**config.mk**
```make
export PLATFORM = sky130hd
export DESIGN_NAME = fifo_or_priority_wait_queue
export DESIGN_NICKNAME = d
export VERILOG_FILES = /design/src/rtl/fpwq_pkg.sv /design/src/rtl/fpwq_ram.sv /design/src/rtl/fpwq_ctrl.sv /design/src/rtl/fifo_or_priority_wait_queue.sv
export SDC_FILE = /design/constraint.sdc
export NUM_CORES = 1
export LEC_CHECK = 0
export ABC_AREA = 1
export BUFFER_PORTS_ARGS = -buffer_cell sky130_fd_sc_hd__buf_4
export CORE_ASPECT_RATIO = 0.6
export CORE_UTILIZATION = 45
export CTS_BUF_LIST = sky130_fd_sc_hd__clkbuf_4 sky130_fd_sc_hd__clkbuf_8 sky130_fd_sc_hd__clkbuf_16
export DETAILED_ROUTE_END_ITERATION = 12
export PLACE_DENSITY = 0.59
export SYNTH_ARGS = -nofsm -noshare
export SYNTH_HDL_FRONTEND = slang
export SYNTH_SLANG_ARGS = --single-unit
```
**constraint.sdc**
```tcl
create_clock -name clock -period 6.65 [get_ports clock]
set_input_delay 1.33 -clock clock [delete_from_list [all_inputs] [get_ports clock]]
set_output_delay 1.33 -clock clock [all_outputs]
set_load 0.02 [all_outputs]
```
**src/rtl/fpwq_pkg.sv**
```systemverilog
// Package for the wait queue: sizes, command and status codes, shared types
// and the ring address helper. Used by fpwq_ctrl and the top level.
// Depends on nothing.
`timescale 1ns / 1ps
`default_nettype none

package fpwq_pkg;

   // Store and field sizes.
   localparam int DEPTH       = 16;
   localparam int TASK_BITS   = 6;
   localparam int PRIO_BITS   = 8;
   localparam int CMD_BITS    = 2;
   localparam int WAKE_BITS   = 5;
   localparam int STATUS_BITS = 3;
   localparam int IDX_BITS    = (DEPTH > 1) ? $clog2(DEPTH) : 1;
   localparam int CNT_BITS    = $clog2(DEPTH + 1);
   localparam int CMP_BITS    = (WAKE_BITS > CNT_BITS) ? WAKE_BITS : CNT_BITS;

   // Command codes.
   localparam logic [CMD_BITS-1:0] CMD_ENQUEUE = 2'd0;
   localparam logic [CMD_BITS-1:0] CMD_TIMEOUT = 2'd1;
   localparam logic [CMD_BITS-1:0] CMD_WAKE    = 2'd2;

   // Result status codes.
   localparam logic [STATUS_BITS-1:0] STAT_ENQUEUED = 3'd0;
   localparam logic [STATUS_BITS-1:0] STAT_FULL     = 3'd1;
   localparam logic [STATUS_BITS-1:0] STAT_TIMEDOUT = 3'd2;
   localparam logic [STATUS_BITS-1:0] STAT_NOTFOUND = 3'd3;
   localparam logic [STATUS_BITS-1:0] STAT_WOKEN    = 3'd4;
   localparam logic [STATUS_BITS-1:0] STAT_EMPTY    = 3'd5;

   // One stored entry.
   typedef struct packed {
      logic [TASK_BITS-1:0] task_id;
      logic [PRIO_BITS-1:0] prio;
   } entry_type;

   localparam int ENTRY_BITS = $bits(entry_type);

   // One result transaction toward the output register.
   typedef struct packed {
      logic                   valid;
      logic [STATUS_BITS-1:0] status;
      logic [TASK_BITS-1:0]   task_id;
      logic                   last;
   } rsp_type;

   // Sequencer states.
   typedef enum logic [2:0] {
      S_IDLE,
      S_INS_READ,
      S_INS_USE,
      S_DEL_READ,
      S_DEL_USE,
      S_WAKE_READ,
      S_WAKE_USE
   } state_type;

   // Physical slot of a logical position counted from the ring head.
   function automatic logic [IDX_BITS-1:0] phys_addr(input logic [IDX_BITS-1:0] head,
                                                     input logic [CNT_BITS-1:0] offset);
      logic [CNT_BITS:0] sum;
      sum = (CNT_BITS + 1)'(head) + (CNT_BITS + 1)'(offset);
      if (sum >= (CNT_BITS + 1)'(DEPTH)) begin
         sum = sum - (CNT_BITS + 1)'(DEPTH);
      end
      return sum[IDX_BITS-1:0];
   endfunction

endpackage

`default_nettype wire

```
**src/rtl/fpwq_ram.sv**
```systemverilog
// Generic single write port, single read port RAM with registered read data.
// Depends on nothing.
`timescale 1ns / 1ps
`default_nettype none

module fpwq_ram #(
   parameter int WIDTH = 8,
   parameter int DEPTH = 16
) (
   input  wire logic                             clock,
   input  wire logic                             wr_en,
   input  wire logic [$clog2(DEPTH)-1:0]         wr_addr,
   input  wire logic [WIDTH-1:0]                 wr_data,
   input  wire logic [$clog2(DEPTH)-1:0]         rd_addr,
   output      logic [WIDTH-1:0]                 rd_data
);

   logic [WIDTH-1:0] mem_ff [DEPTH];
   logic [WIDTH-1:0] rd_data_ff;

   // Write port and registered read port.
   always_ff @(posedge clock) begin
      if (wr_en) begin
         mem_ff[wr_addr] <= wr_data;
      end
      rd_data_ff <= mem_ff[rd_addr];
   end

   assign rd_data = rd_data_ff;

endmodule

`default_nettype wire

```
**src/rtl/fpwq_ctrl.sv**
```systemverilog
// Sequencer of the wait queue: walks the ring store one entry at a time for
// insert, remove and wake, comparing entries against the key for insert and remove.
// Depends on fpwq_pkg and fpwq_ram.
`timescale 1ns / 1ps
`default_nettype none

module fpwq_ctrl (
   input  wire logic                             clock,
   input  wire logic                             reset,
   input  wire logic                             start,
   input  wire logic                             queue_mode,
   input  wire logic [fpwq_pkg::CMD_BITS-1:0]    cmd,
   input  wire logic [fpwq_pkg::TASK_BITS-1:0]   task_id,
   input  wire logic [fpwq_pkg::PRIO_BITS-1:0]   prio,
   input  wire logic [fpwq_pkg::WAKE_BITS-1:0]   wake_count,
   output      logic                             busy,
   output      fpwq_pkg::rsp_type                rsp
);

   fpwq_pkg::state_type                 state_ff, state_in;
   logic [fpwq_pkg::IDX_BITS-1:0]       head_ff, head_in;
   logic [fpwq_pkg::CNT_BITS-1:0]       count_ff, count_in;
   logic [fpwq_pkg::CNT_BITS-1:0]       idx_ff, idx_in;
   logic [fpwq_pkg::CNT_BITS-1:0]       remain_ff, remain_in;
   logic                                found_ff, found_in;
   fpwq_pkg::entry_type                 carry_ff, carry_in;
   fpwq_pkg::entry_type                 key_ff, key_in;

   logic                                wr_en;
   logic [fpwq_pkg::IDX_BITS-1:0]       wr_addr;
   fpwq_pkg::entry_type                 wr_data;
   logic [fpwq_pkg::IDX_BITS-1:0]       rd_addr;
   logic [fpwq_pkg::ENTRY_BITS-1:0]     rd_bits;
   fpwq_pkg::entry_type                 rd_entry;
   logic                                accept;
   logic [fpwq_pkg::CMP_BITS-1:0]       want_ext;
   logic [fpwq_pkg::CMP_BITS-1:0]       count_ext;
   logic [fpwq_pkg::CNT_BITS-1:0]       wake_total;

   fpwq_ram #(
      .WIDTH (fpwq_pkg::ENTRY_BITS),
      .DEPTH (fpwq_pkg::DEPTH)
   ) u_store (
      .clock   (clock),
      .wr_en   (wr_en),
      .wr_addr (wr_addr),
      .wr_data (wr_data),
      .rd_addr (rd_addr),
      .rd_data (rd_bits)
   );

   assign rd_entry = rd_bits;
   assign busy     = (state_ff != fpwq_pkg::S_IDLE);
   assign accept   = start && !busy;

   // Number of tasks a wake removes: the request, capped by the fill level; zero wakes all.
   assign want_ext   = fpwq_pkg::CMP_BITS'(wake_count);
   assign count_ext  = fpwq_pkg::CMP_BITS'(count_ff);
   assign wake_total = ((wake_count != '0) && (want_ext < count_ext))
                       ? fpwq_pkg::CNT_BITS'(wake_count) : count_ff;

   // State and data registers.
   always_ff @(posedge clock) begin
      if (reset) begin
         state_ff <= fpwq_pkg::S_IDLE;
         head_ff  <= '0;
         count_ff <= '0;
      end else begin
         state_ff <= state_in;
         head_ff  <= head_in;
         count_ff <= count_in;
      end
      idx_ff    <= idx_in;
      remain_ff <= remain_in;
      found_ff  <= found_in;
      carry_ff  <= carry_in;
      key_ff    <= key_in;
   end

   // Next state, store access and result generation.
   always_comb begin
      state_in  = state_ff;
      head_in   = head_ff;
      count_in  = count_ff;
      idx_in    = idx_ff;
      remain_in = remain_ff;
      found_in  = found_ff;
      carry_in  = carry_ff;
      key_in    = key_ff;
      wr_en     = 1'b0;
      wr_addr   = fpwq_pkg::phys_addr(head_ff, idx_ff);
      wr_data   = key_ff;
      rd_addr   = fpwq_pkg::phys_addr(head_ff, idx_ff);
      rsp       = '0;

      case (state_ff)
         fpwq_pkg::S_IDLE: begin
            if (accept) begin
               key_in.task_id = task_id;
               key_in.prio    = prio;
               idx_in         = '0;
               found_in       = 1'b0;
               case (cmd)
                  fpwq_pkg::CMD_ENQUEUE: begin
                     if (count_ff == fpwq_pkg::CNT_BITS'(fpwq_pkg::DEPTH)) begin
                        rsp.valid   = 1'b1;
                        rsp.status  = fpwq_pkg::STAT_FULL;
                        rsp.task_id = task_id;
                        rsp.last    = 1'b1;
                     end else begin
                        // FIFO order goes straight to the tail.
                        idx_in   = queue_mode ? '0 : count_ff;
                        state_in = fpwq_pkg::S_INS_READ;
                     end
                  end
                  fpwq_pkg::CMD_TIMEOUT: begin
                     state_in = fpwq_pkg::S_DEL_READ;
                  end
                  fpwq_pkg::CMD_WAKE: begin
                     if (count_ff == '0) begin
                        rsp.valid  = 1'b1;
                        rsp.status = fpwq_pkg::STAT_EMPTY;
                        rsp.last   = 1'b1;
                     end else begin
                        remain_in = wake_total;
                        state_in  = fpwq_pkg::S_WAKE_READ;
                     end
                  end
                  default: begin
                     // The unused command code is dropped without a result.
                  end
               endcase
            end
         end

         fpwq_pkg::S_INS_READ: begin
            // At the tail the new entry or the carried entry lands.
            if (idx_ff == count_ff) begin
               wr_en       = 1'b1;
               wr_data     = found_ff ? carry_ff : key_ff;
               count_in    = count_ff + 1'b1;
               rsp.valid   = 1'b1;
               rsp.status  = fpwq_pkg::STAT_ENQUEUED;
               rsp.task_id = key_ff.task_id;
               rsp.last    = 1'b1;
               state_in    = fpwq_pkg::S_IDLE;
            end else begin
               state_in = fpwq_pkg::S_INS_USE;
            end
         end

         fpwq_pkg::S_INS_USE: begin
            // Find the insert point, then ripple the entries behind it one slot toward the tail.
            if (found_ff) begin
               wr_en    = 1'b1;
               wr_data  = carry_ff;
               carry_in = rd_entry;
            end else if (rd_entry.prio > key_ff.prio) begin
               wr_en    = 1'b1;
               wr_data  = key_ff;
               carry_in = rd_entry;
               found_in = 1'b1;
            end
            idx_in   = idx_ff + 1'b1;
            state_in = fpwq_pkg::S_INS_READ;
         end

         fpwq_pkg::S_DEL_READ: begin
            if (idx_ff == count_ff) begin
               rsp.valid   = 1'b1;
               rsp.status  = found_ff ? fpwq_pkg::STAT_TIMEDOUT : fpwq_pkg::STAT_NOTFOUND;
               rsp.task_id = key_ff.task_id;
               rsp.last    = 1'b1;
               if (found_ff) begin
                  count_in = count_ff - 1'b1;
               end
               state_in = fpwq_pkg::S_IDLE;
            end else begin
               state_in = fpwq_pkg::S_DEL_USE;
            end
         end

         fpwq_pkg::S_DEL_USE: begin
            // After the match every entry moves one slot toward the head.
            wr_addr = fpwq_pkg::phys_addr(head_ff, idx_ff - 1'b1);
            wr_data = rd_entry;
            if (found_ff) begin
               wr_en = 1'b1;
            end else if (rd_entry.task_id == key_ff.task_id) begin
               found_in = 1'b1;
            end
            idx_in   = idx_ff + 1'b1;
            state_in = fpwq_pkg::S_DEL_READ;
         end

         fpwq_pkg::S_WAKE_READ: begin
            rd_addr  = head_ff;
            state_in = fpwq_pkg::S_WAKE_USE;
         end

         fpwq_pkg::S_WAKE_USE: begin
            // Pop the head entry and report it.
            rsp.valid   = 1'b1;
            rsp.status  = fpwq_pkg::STAT_WOKEN;
            rsp.task_id = rd_entry.task_id;
            rsp.last    = (remain_ff == fpwq_pkg::CNT_BITS'(1));
            head_in     = fpwq_pkg::phys_addr(head_ff, fpwq_pkg::CNT_BITS'(1));
            count_in    = count_ff - 1'b1;
            remain_in   = remain_ff - 1'b1;
            state_in    = (remain_ff == fpwq_pkg::CNT_BITS'(1))
                          ? fpwq_pkg::S_IDLE : fpwq_pkg::S_WAKE_READ;
         end

         default: begin
            state_in = fpwq_pkg::S_IDLE;
         end
      endcase
   end

endmodule

`default_nettype wire

```
**src/rtl/fifo_or_priority_wait_queue.sv**
```systemverilog
// Top level of the wait queue: mode register, sequencer and result register.
// Depends on fpwq_pkg and fpwq_ctrl.
`timescale 1ns / 1ps
`default_nettype none

// Wait queue of up to DEPTH task ids in FIFO or stable priority order. A
// command is taken when start is high and busy is low; its results appear on
// the rsp_ ports, each flagged by rsp_strobe for one cycle, and the receiver
// cannot stall them. The store is a ring in a single-port-read RAM with
// registered read data, walked one entry at a time. A full enqueue and an
// empty wake answer at once and leave busy low; the unused command gives no
// result and leaves busy low. The queue_mode register is written through the
// csr_ channel; the user must write it only while idle, as the block itself
// does not enforce this.
module fifo_or_priority_wait_queue (
   input  wire logic                             clock,
   input  wire logic                             reset,
   input  wire logic                             start,
   output      logic                             busy,
   input  wire logic [fpwq_pkg::CMD_BITS-1:0]    req_cmd,
   input  wire logic [fpwq_pkg::TASK_BITS-1:0]   req_task_id,
   input  wire logic [fpwq_pkg::PRIO_BITS-1:0]   req_priority_req,
   input  wire logic [fpwq_pkg::WAKE_BITS-1:0]   req_wake_count,
   output      logic                             rsp_strobe,
   output      logic [fpwq_pkg::STATUS_BITS-1:0] rsp_status,
   output      logic [fpwq_pkg::TASK_BITS-1:0]   rsp_out_task,
   output      logic                             rsp_last,
   input  wire logic                             csr_valid,
   output      logic                             csr_ready,
   input  wire logic                             csr_queue_mode
);

   logic              mode_ff;
   fpwq_pkg::rsp_type rsp_in;
   fpwq_pkg::rsp_type rsp_ff;

   // The mode register takes every write transaction at once.
   assign csr_ready = 1'b1;

   always_ff @(posedge clock) begin
      if (reset) begin
         mode_ff <= 1'b0;
      end else if (csr_valid && csr_ready) begin
         mode_ff <= csr_queue_mode;
      end
   end

   fpwq_ctrl u_ctrl (
      .clock      (clock),
      .reset      (reset),
      .start      (start),
      .queue_mode (mode_ff),
      .cmd        (req_cmd),
      .task_id    (req_task_id),
      .prio       (req_priority_req),
      .wake_count (req_wake_count),
      .busy       (busy),
      .rsp        (rsp_in)
   );

   // Result register: each result transaction is shown for one cycle.
   always_ff @(posedge clock) begin
      if (reset) begin
         rsp_ff.valid <= 1'b0;
      end else begin
         rsp_ff.valid <= rsp_in.valid;
      end
      rsp_ff.status  <= rsp_in.status;
      rsp_ff.task_id <= rsp_in.task_id;
      rsp_ff.last    <= rsp_in.last;
   end

   assign rsp_strobe   = rsp_ff.valid;
   assign rsp_status   = rsp_ff.status;
   assign rsp_out_task = rsp_ff.task_id;
   assign rsp_last     = rsp_ff.last;

endmodule

`default_nettype wire

```
Word-level counts from Yosys, hierarchy flattened
Memories as Yosys holds them, arrays and structs flattened. A register that Yosys moved wholly into a read port is not among the register bits.
Cells that the tools add are included.

operators by class
  add/sub/neg operators = 11
  equality and inequality tests = 21
  muxes and demuxes = 54
  reduce and logical (&&, ||, !) cells = 21
  $lt $le $gt $ge = 5

operators with widths
  cell                                                                number
  two-way mux 14 bit                                                  4
  two-way mux 5 bit                                                   11
  two-way mux 11 bit                                                  4
  one-hot mux 11 bit (4 select lines)                                 1
  one-hot mux 14 bit (3 select lines)                                 1
  two-way mux 4 bit                                                   6
  one-hot mux 3 bit (7 select lines)                                  1
  one-hot mux 5 bit (2 select lines)                                  2
  two-way mux 3 bit                                                   5
  one-hot mux 5 bit (3 select lines)                                  1
  subtractor 5 x 1 -> 5 bit (second input constant)                   3
  adder 4 x 5 -> 6 bit                                                2
  greater-or-equal comparator 6 x 5 -> 1 bit (second input constant)  2
  AND reduction 4 bit                                                 3
  subtractor 4 x 1 -> 4 bit (second input constant)                   3
  two-way mux 1 bit                                                   11
  adder 5 x 1 -> 5 bit (second input constant)                        2
  equality test 3 bit (second input constant)                         3
  one-hot mux 3 bit (3 select lines)                                  1
  nonzero test 3 bit                                                  3
  > comparator 8 bit                                                  1
  inequality test 2 x 1 -> 1 bit (second input constant)              4
  one-hot mux 4 bit (2 select lines)                                  1
  AND reduction 2 bit                                                 4
  other kinds (26)                                                    33

storage, ports and cells
  bits in registers = 63
  memories = 1
  RAM bits = 224
  input port bits = 26
  output and inout port bits = 13

memory list
  memory                 words  width  rd ports  clocked after memory_dff  wr ports  line            text
  u_ctrl.u_store.mem_ff  16     14     1         1                         1         fpwq_ram.sv:18  logic [WIDTH-1:0] mem_ff [DEPTH];

Depth between registers and ports, before layout
  depth in word-level cells = 7
  gate-level depth with buffers = 14
  mapped depth without buffers = 13

Hierarchy
A second synthesis with hierarchy kept.

second synthesis, totals
  cell total of the unflattened synthesis = 1456
  area total of the unflattened synthesis = 14074.7 µm²

modules (own cells, without submodules)
  module                       area each (µm²)  times used  sequential area each (µm²)  cells each
  fpwq_ram                     9985.8           1           7006.7                      943
  fpwq_ctrl                    3804.9           1           1411.4                      491
  fifo_or_priority_wait_queue  284.0            1           240.2                       22

Least setup slack after synthesis
OpenSTA, ideal clock, no wires.

  path kind = register -> register
  start = register u_ctrl.idx_ff[0] (netlist bit)
  end = memory u_ctrl.u_store.mem_ff[0][0] (netlist bit) (enable)
  cell stages (with the launch flop) = 12
  path slack = 3.702 ns
  buffers on the path = 0
  data arrival time = 2.559 ns
  path through = edfxtp_1 inv_1 ha_1 xor2_1 ha_1 nand2_1 nand2_1 nor2_1 nand3_1 nand3_1 nand4_1 a21oi_1

between the ends
  longest elaborated chain between the ends = 5

RTL lines
  what                                                                line                                text
  start, declared                                                     fpwq_ctrl.sv:23                     logic [fpwq_pkg::CNT_BITS-1:0] idx_ff, idx_in;
  start signal, assigned                                              fpwq_ctrl.sv:73                     idx_ff <= idx_in;
  subtractor 5 x 1 -> 5 bit or equality test 5 bit (tied branches)    fpwq_ctrl.sv:185, fpwq_ctrl.sv:138
  adder 4 x 5 -> 6 bit or two-way mux 1 bit (tied branches)           fpwq_pkg.sv:64, fpwq_ctrl.sv:138
  greater-or-equal comparator 6 x 5 -> 1 bit (tied with other cells)  fpwq_pkg.sv:65                      if (sum >= (CNT_BITS + 1)'(DEPTH)) begin
  two-way mux 4 bit or two-way mux 1 bit (tied branches)              fpwq_pkg.sv:65, fpwq_ram.sv:23
  two-way mux 4 bit or two-way mux 1 bit (tied branches)              fpwq_ctrl.sv:96, fpwq_ram.sv:24
  end, declared                                                       fpwq_ram.sv:18

Parallel ways exist; a longest one is shown, timed or not.

Final worst setup path
  start = register u_ctrl.found_ff
  end = memory u_ctrl.u_store.mem_ff[1][0] (netlist bit) (enable)

between the ends
  longest elaborated chain between the ends = 4

RTL lines
  what                                         line                                text
  start, declared                              fpwq_ctrl.sv:25                     logic found_ff, found_in;
  start signal, assigned                       fpwq_ctrl.sv:75                     found_ff <= found_in;
  two-way mux 1 bit (on tied branches)         fpwq_ctrl.sv:187, fpwq_ctrl.sv:154
  one-hot mux 1 bit (3 select lines) (*)       fpwq_ctrl.sv:96                     case (state_ff)
  two-way mux 1 bit (*)                        fpwq_ram.sv:23                      if (wr_en) begin
  two-way mux 1 bit (implied by the code) (*)  fpwq_ram.sv:24                      mem_ff[wr_addr] <= wr_data;

Every way passes the cells marked *; elsewhere a longest branch is shown, timed or not.

==> results.md <==
- The worst min-delay path category is reg -> reg.
- The flow ran to the end, and the final reports show no timing, DRC or antenna violations.
- The area growth from synthesis to layout is 10.2%.
- The clock passes through at most 3 buffers.
- The TritonCTS sink count is 301.
- The ratio of cells with drive above 1 in the final layout is 9.06%.
- The congestion estimate from routability-driven global placement came to 0.853.
- For this run, the post-layout net count is 1,588.
- Of the post-synthesis cell area, the part taken by muxes is 0%.
- In this run, post-CTS hold repair placed 0 buffers.
- For this run, the share of the core covered by cells in the final layout is 50.9%.
- The net count after synthesis is 1,572.
- The CTS tree is built.
- The synthesized-area fraction occupied by ao, oa, aoi and oai cells is 4.04%.
- The effective utilization at floorplan is 46.2%.
- Leaving out fill and tap cells, the most frequent cells in the layout are nand2_1 (366), inv_1 (263), edfxtp_1 (263), nand3_1 (241), o21ai_0 (62).
- In this run the remaining antenna-violating nets after routing total 0.
- The most frequent standard cell in the layout excluding fill and tap cells is nand2_1.
- The number of fill cells in the layout is 2,865.
- The post-route DRC violation count is 0.
- The startpoint of the most critical register-to-register path is u_ctrl.found_ff.
- Across the routed clock network, the largest skew measured is 0.0112 ns.
- The kind of start point of the critical path is a register.
- The met2 demand-to-capacity share in global routing is 31.8%.
- The count of input and output buffers is 37.
- The number of H-tree branching levels is 1.
- The start point of the critical path is u_ctrl.found_ff.
- Summing the areas of all xor and xnor instances in the mapped netlist gives 0.905% of the synthesized area.
- After global routing the overflow that remains totals 0.
- The met1 global-route usage is 38.5%.
- Each instance of the synthesized netlist takes up on average 9.57 µm².
- The DRC marker count from the first detailed-route iteration is 1,138.
- The flop and latch count out of synthesis is 301.
- Before antenna repair, the detailed router went through 5 iterations.
- The number of antenna violations at the first check in global routing is 1.
- The core box area is 31,500 µm².
- The worst register-to-register path has a depth of 4.
- The gate count after technology mapping is 1,517.
- After Yosys synthesis, and, or, nand and nor cells account for 22.6% of the synthesized area.
- The synthesized-area fraction occupied by adder cells is 2.65%.
- The number of top-level pins is 39.
- For this run, the total global-route usage over all layers was measured as 23.7%.
- Setup repair after global routing left no endpoint under its margin.
- The worst setup path is captured at a register.
- The number of global-route vias before repair is 9,568.
- After synthesis, the largest family of logic cells by area is simple AND/OR/NAND/NOR gates.
- met1 is the most crowded layer.
- The worst-case headroom to the max-slew limit is 19.2%.
- Along the worst path, the maximum fanout reaches 23.
- Summed over all cells, the static leakage comes to 6.86 nW.
- The count of yosys warnings during synthesis is 0.
- The worst path in the final design needs a cycle of 3.62 ns, including I/O delays and setup.
- By startpoint and endpoint, the worst setup path is classified as reg -> reg.
- In this run the core area contains 50 standard-cell rows.
- Setup total negative slack on the finished layout was measured at 0 ns.
- After detailed routing, the average wire length per cell comes to 19.4 µm.
- The antenna diode count is 0.
- The data arrival at the endpoint of the critical path is 3.79 ns.
- The largest net degree at the start of global routing is 84.
- The maximum operating frequency is 277 MHz.
- The number of unique standard cell types used by synthesis is 44.
- The wire-length estimate of the detail-placed layout is 24.6 mm.
- For the pin with the worst max-slew slack, the measured transition is 1.21 ns.
- The number of failing setup endpoints in the final timing report is 0.
- The total vias in the final route is 10,400.
- After layout, the worst path uses 54.4% of the clock period.
- In this run the critical register-to-register path is captured at u_ctrl.u_store.mem_ff[1][0].
- The clock slew seen by the registers of the worst setup and hold paths is 0.07 ns.
- The required time at the endpoint of the critical path is 6.83 ns.
- The number of hold-slack violations in the final timing report was 0.
- The max capacitance violation total is 0.
- For the worst-skew pair, the clock arrives at the later sink with an insertion delay of 0.57 ns.
- The die covers 33,000 µm².
- The first global-routing pass estimated 58.4 mm of wire.
- The mapped netlist covers 14,500 µm².
- The number of clock buffers inserted by TritonCTS is 29.
- The width of the die is 234 µm.
- The number of setup buffers added after CTS is 0.
- After detailed routing, the total wire length is 38.2 mm.
- Post-CTS repair changed the size of 0 cells.
- The critical path endpoint is u_ctrl.u_store.mem_ff[1][0].
- The root cell of the clock tree is clkbuf_16.
- The die height is 141 µm.
- Power spread over the standard cell area amounts to 453 nW/µm².
- The final-report max-slew violation count is 0.
- The worst-case IR drop observed on VDD is 237 µV.
- The part of the Yosys area used for sequential elements is 59.6%.
- The setup slack of the most critical reg-to-reg path is 3.03 ns.
- For met3 alone, demand over resource in global routing was 4.94%.
- The via density per instance is 5.25.
[worst min-delay path by stage]
stage / from / endpoint / slack, ns / cells past startpoint
after CTS: u_ctrl.u_store.rd_data[5] / u_ctrl.carry_ff[5] / 0.47 / 0
after detailed placement: u_ctrl.u_store.rd_data[5] / u_ctrl.carry_ff[5] / 0.46 / 0
after global placement: u_ctrl.u_store.rd_data[6] / u_ctrl.carry_ff[6] / 0.45 / 0
after floorplan: u_ctrl.u_store.rd_data[0] / u_ctrl.carry_ff[0] / 0.43 / 0
final: u_ctrl.u_store.rd_data[5] / u_ctrl.carry_ff[5] / 0.48 / 0
after global routing: u_ctrl.u_store.rd_data[5] / u_ctrl.carry_ff[5] / 0.50 / 0
[where the power goes]
part | internal [mW] | switching (mW)
Clock | 0.998 | 0.728
Sequential | 2.61 | 0.202
Combinational | 0.686 | 2.02
[flip-flops by register name (all words and copies together), names as in the netlist]
signal                  cells
u_ctrl.carry_ff            14
u_ctrl.u_store.mem_ff     224
u_ctrl.state_ff             3
u_ctrl.key_ff              14
u_ctrl.found_ff             1
rsp_strobe                  1
rsp_status                  3
rsp_out_task                6
mode_ff                     1
u_ctrl.idx_ff               5
u_ctrl.remain_ff            5
u_ctrl.u_store.rd_data     14
u_ctrl.count_ext            5
rsp_last                    1
u_ctrl.head_ff              4
[area by class of cell]
class / instances / area, µm² / share of cell area, %
tap: 416 / 520 / 3.25
sequential: 301 / 8660 / 54.1
clock inverter: 19 / 194 / 1.21
timing repair buffer: 48 / 360 / 2.25
multi-input combinational: 878 / 4450 / 27.8
clock buffer: 35 / 790 / 4.93
inverter: 275 / 1030 / 6.46
[per-stage QoR]
step,hold WS [ns],cells,worst slack (ns),cell area [µm²],power [mW]
after floorplan,0.430,1517,3.70,14500,4.64
after global placement,0.445,1918,3.21,15000,5.49
final,0.479,1972,3.03,16000,7.24
after CTS,0.473,1972,3.06,16000,7.24
after detailed placement,0.457,1918,3.08,15000,5.52
after global routing,0.495,1972,2.80,16000,7.64
[synth_stat cells, drive strengths merged]
cell type | instances | area [µm²]
nor4 | 1 | 6.26
or2 | 1 | 6.26
xor2 | 9 | 78.8
buf | 55 | 413
conb | 1 | 3.75
a211oi | 1 | 7.51
edfxtp | 263 | 7900
a31oi | 3 | 18.8
o21bai | 1 | 7.51
o21a | 1 | 7.51
nand4 | 21 | 131
o21ai | 64 | 335
ha | 26 | 325
clkinv | 2 | 7.51
xnor2 | 6 | 52.6
fa | 3 | 60.1
o211ai | 1 | 7.51
nand2 | 374 | 1430
nand3 | 243 | 1230
o32ai | 1 | 8.76
nor3 | 7 | 35.0
dfxtp | 38 | 761
a21o | 1 | 7.51
nor3b | 1 | 7.51
clkbuf | 8 | 32.5
inv | 273 | 1030
o22ai | 3 | 18.8
a21oi | 32 | 168
nor2 | 47 | 206
nand3b | 30 | 225
[critical path, stage by stage (launching register included)]
cell and delay, ns:
edfxtp_1 0.84, clkinv_1 0.51, nand2_1 0.19, nand2_1 0.51
a21oi_2 1.16
[cell families after synthesis]
kind of cell / Yosys count
AOI/OAI and AO/OA: 108
xor gates and xnor gates: 15
adders and majority gates: 29
buffers and inverters: 338
DFF: 301
other: 1
and+or+nand+nor: 725
[metal layers]
metal	vias up	wire, µm
met5	-	0
met4	0	637
met3	44	3250
met2	387	15100
met1	4899	19200
li1	5030	-
No activity file was read; power rests on OpenSTA's default activity.
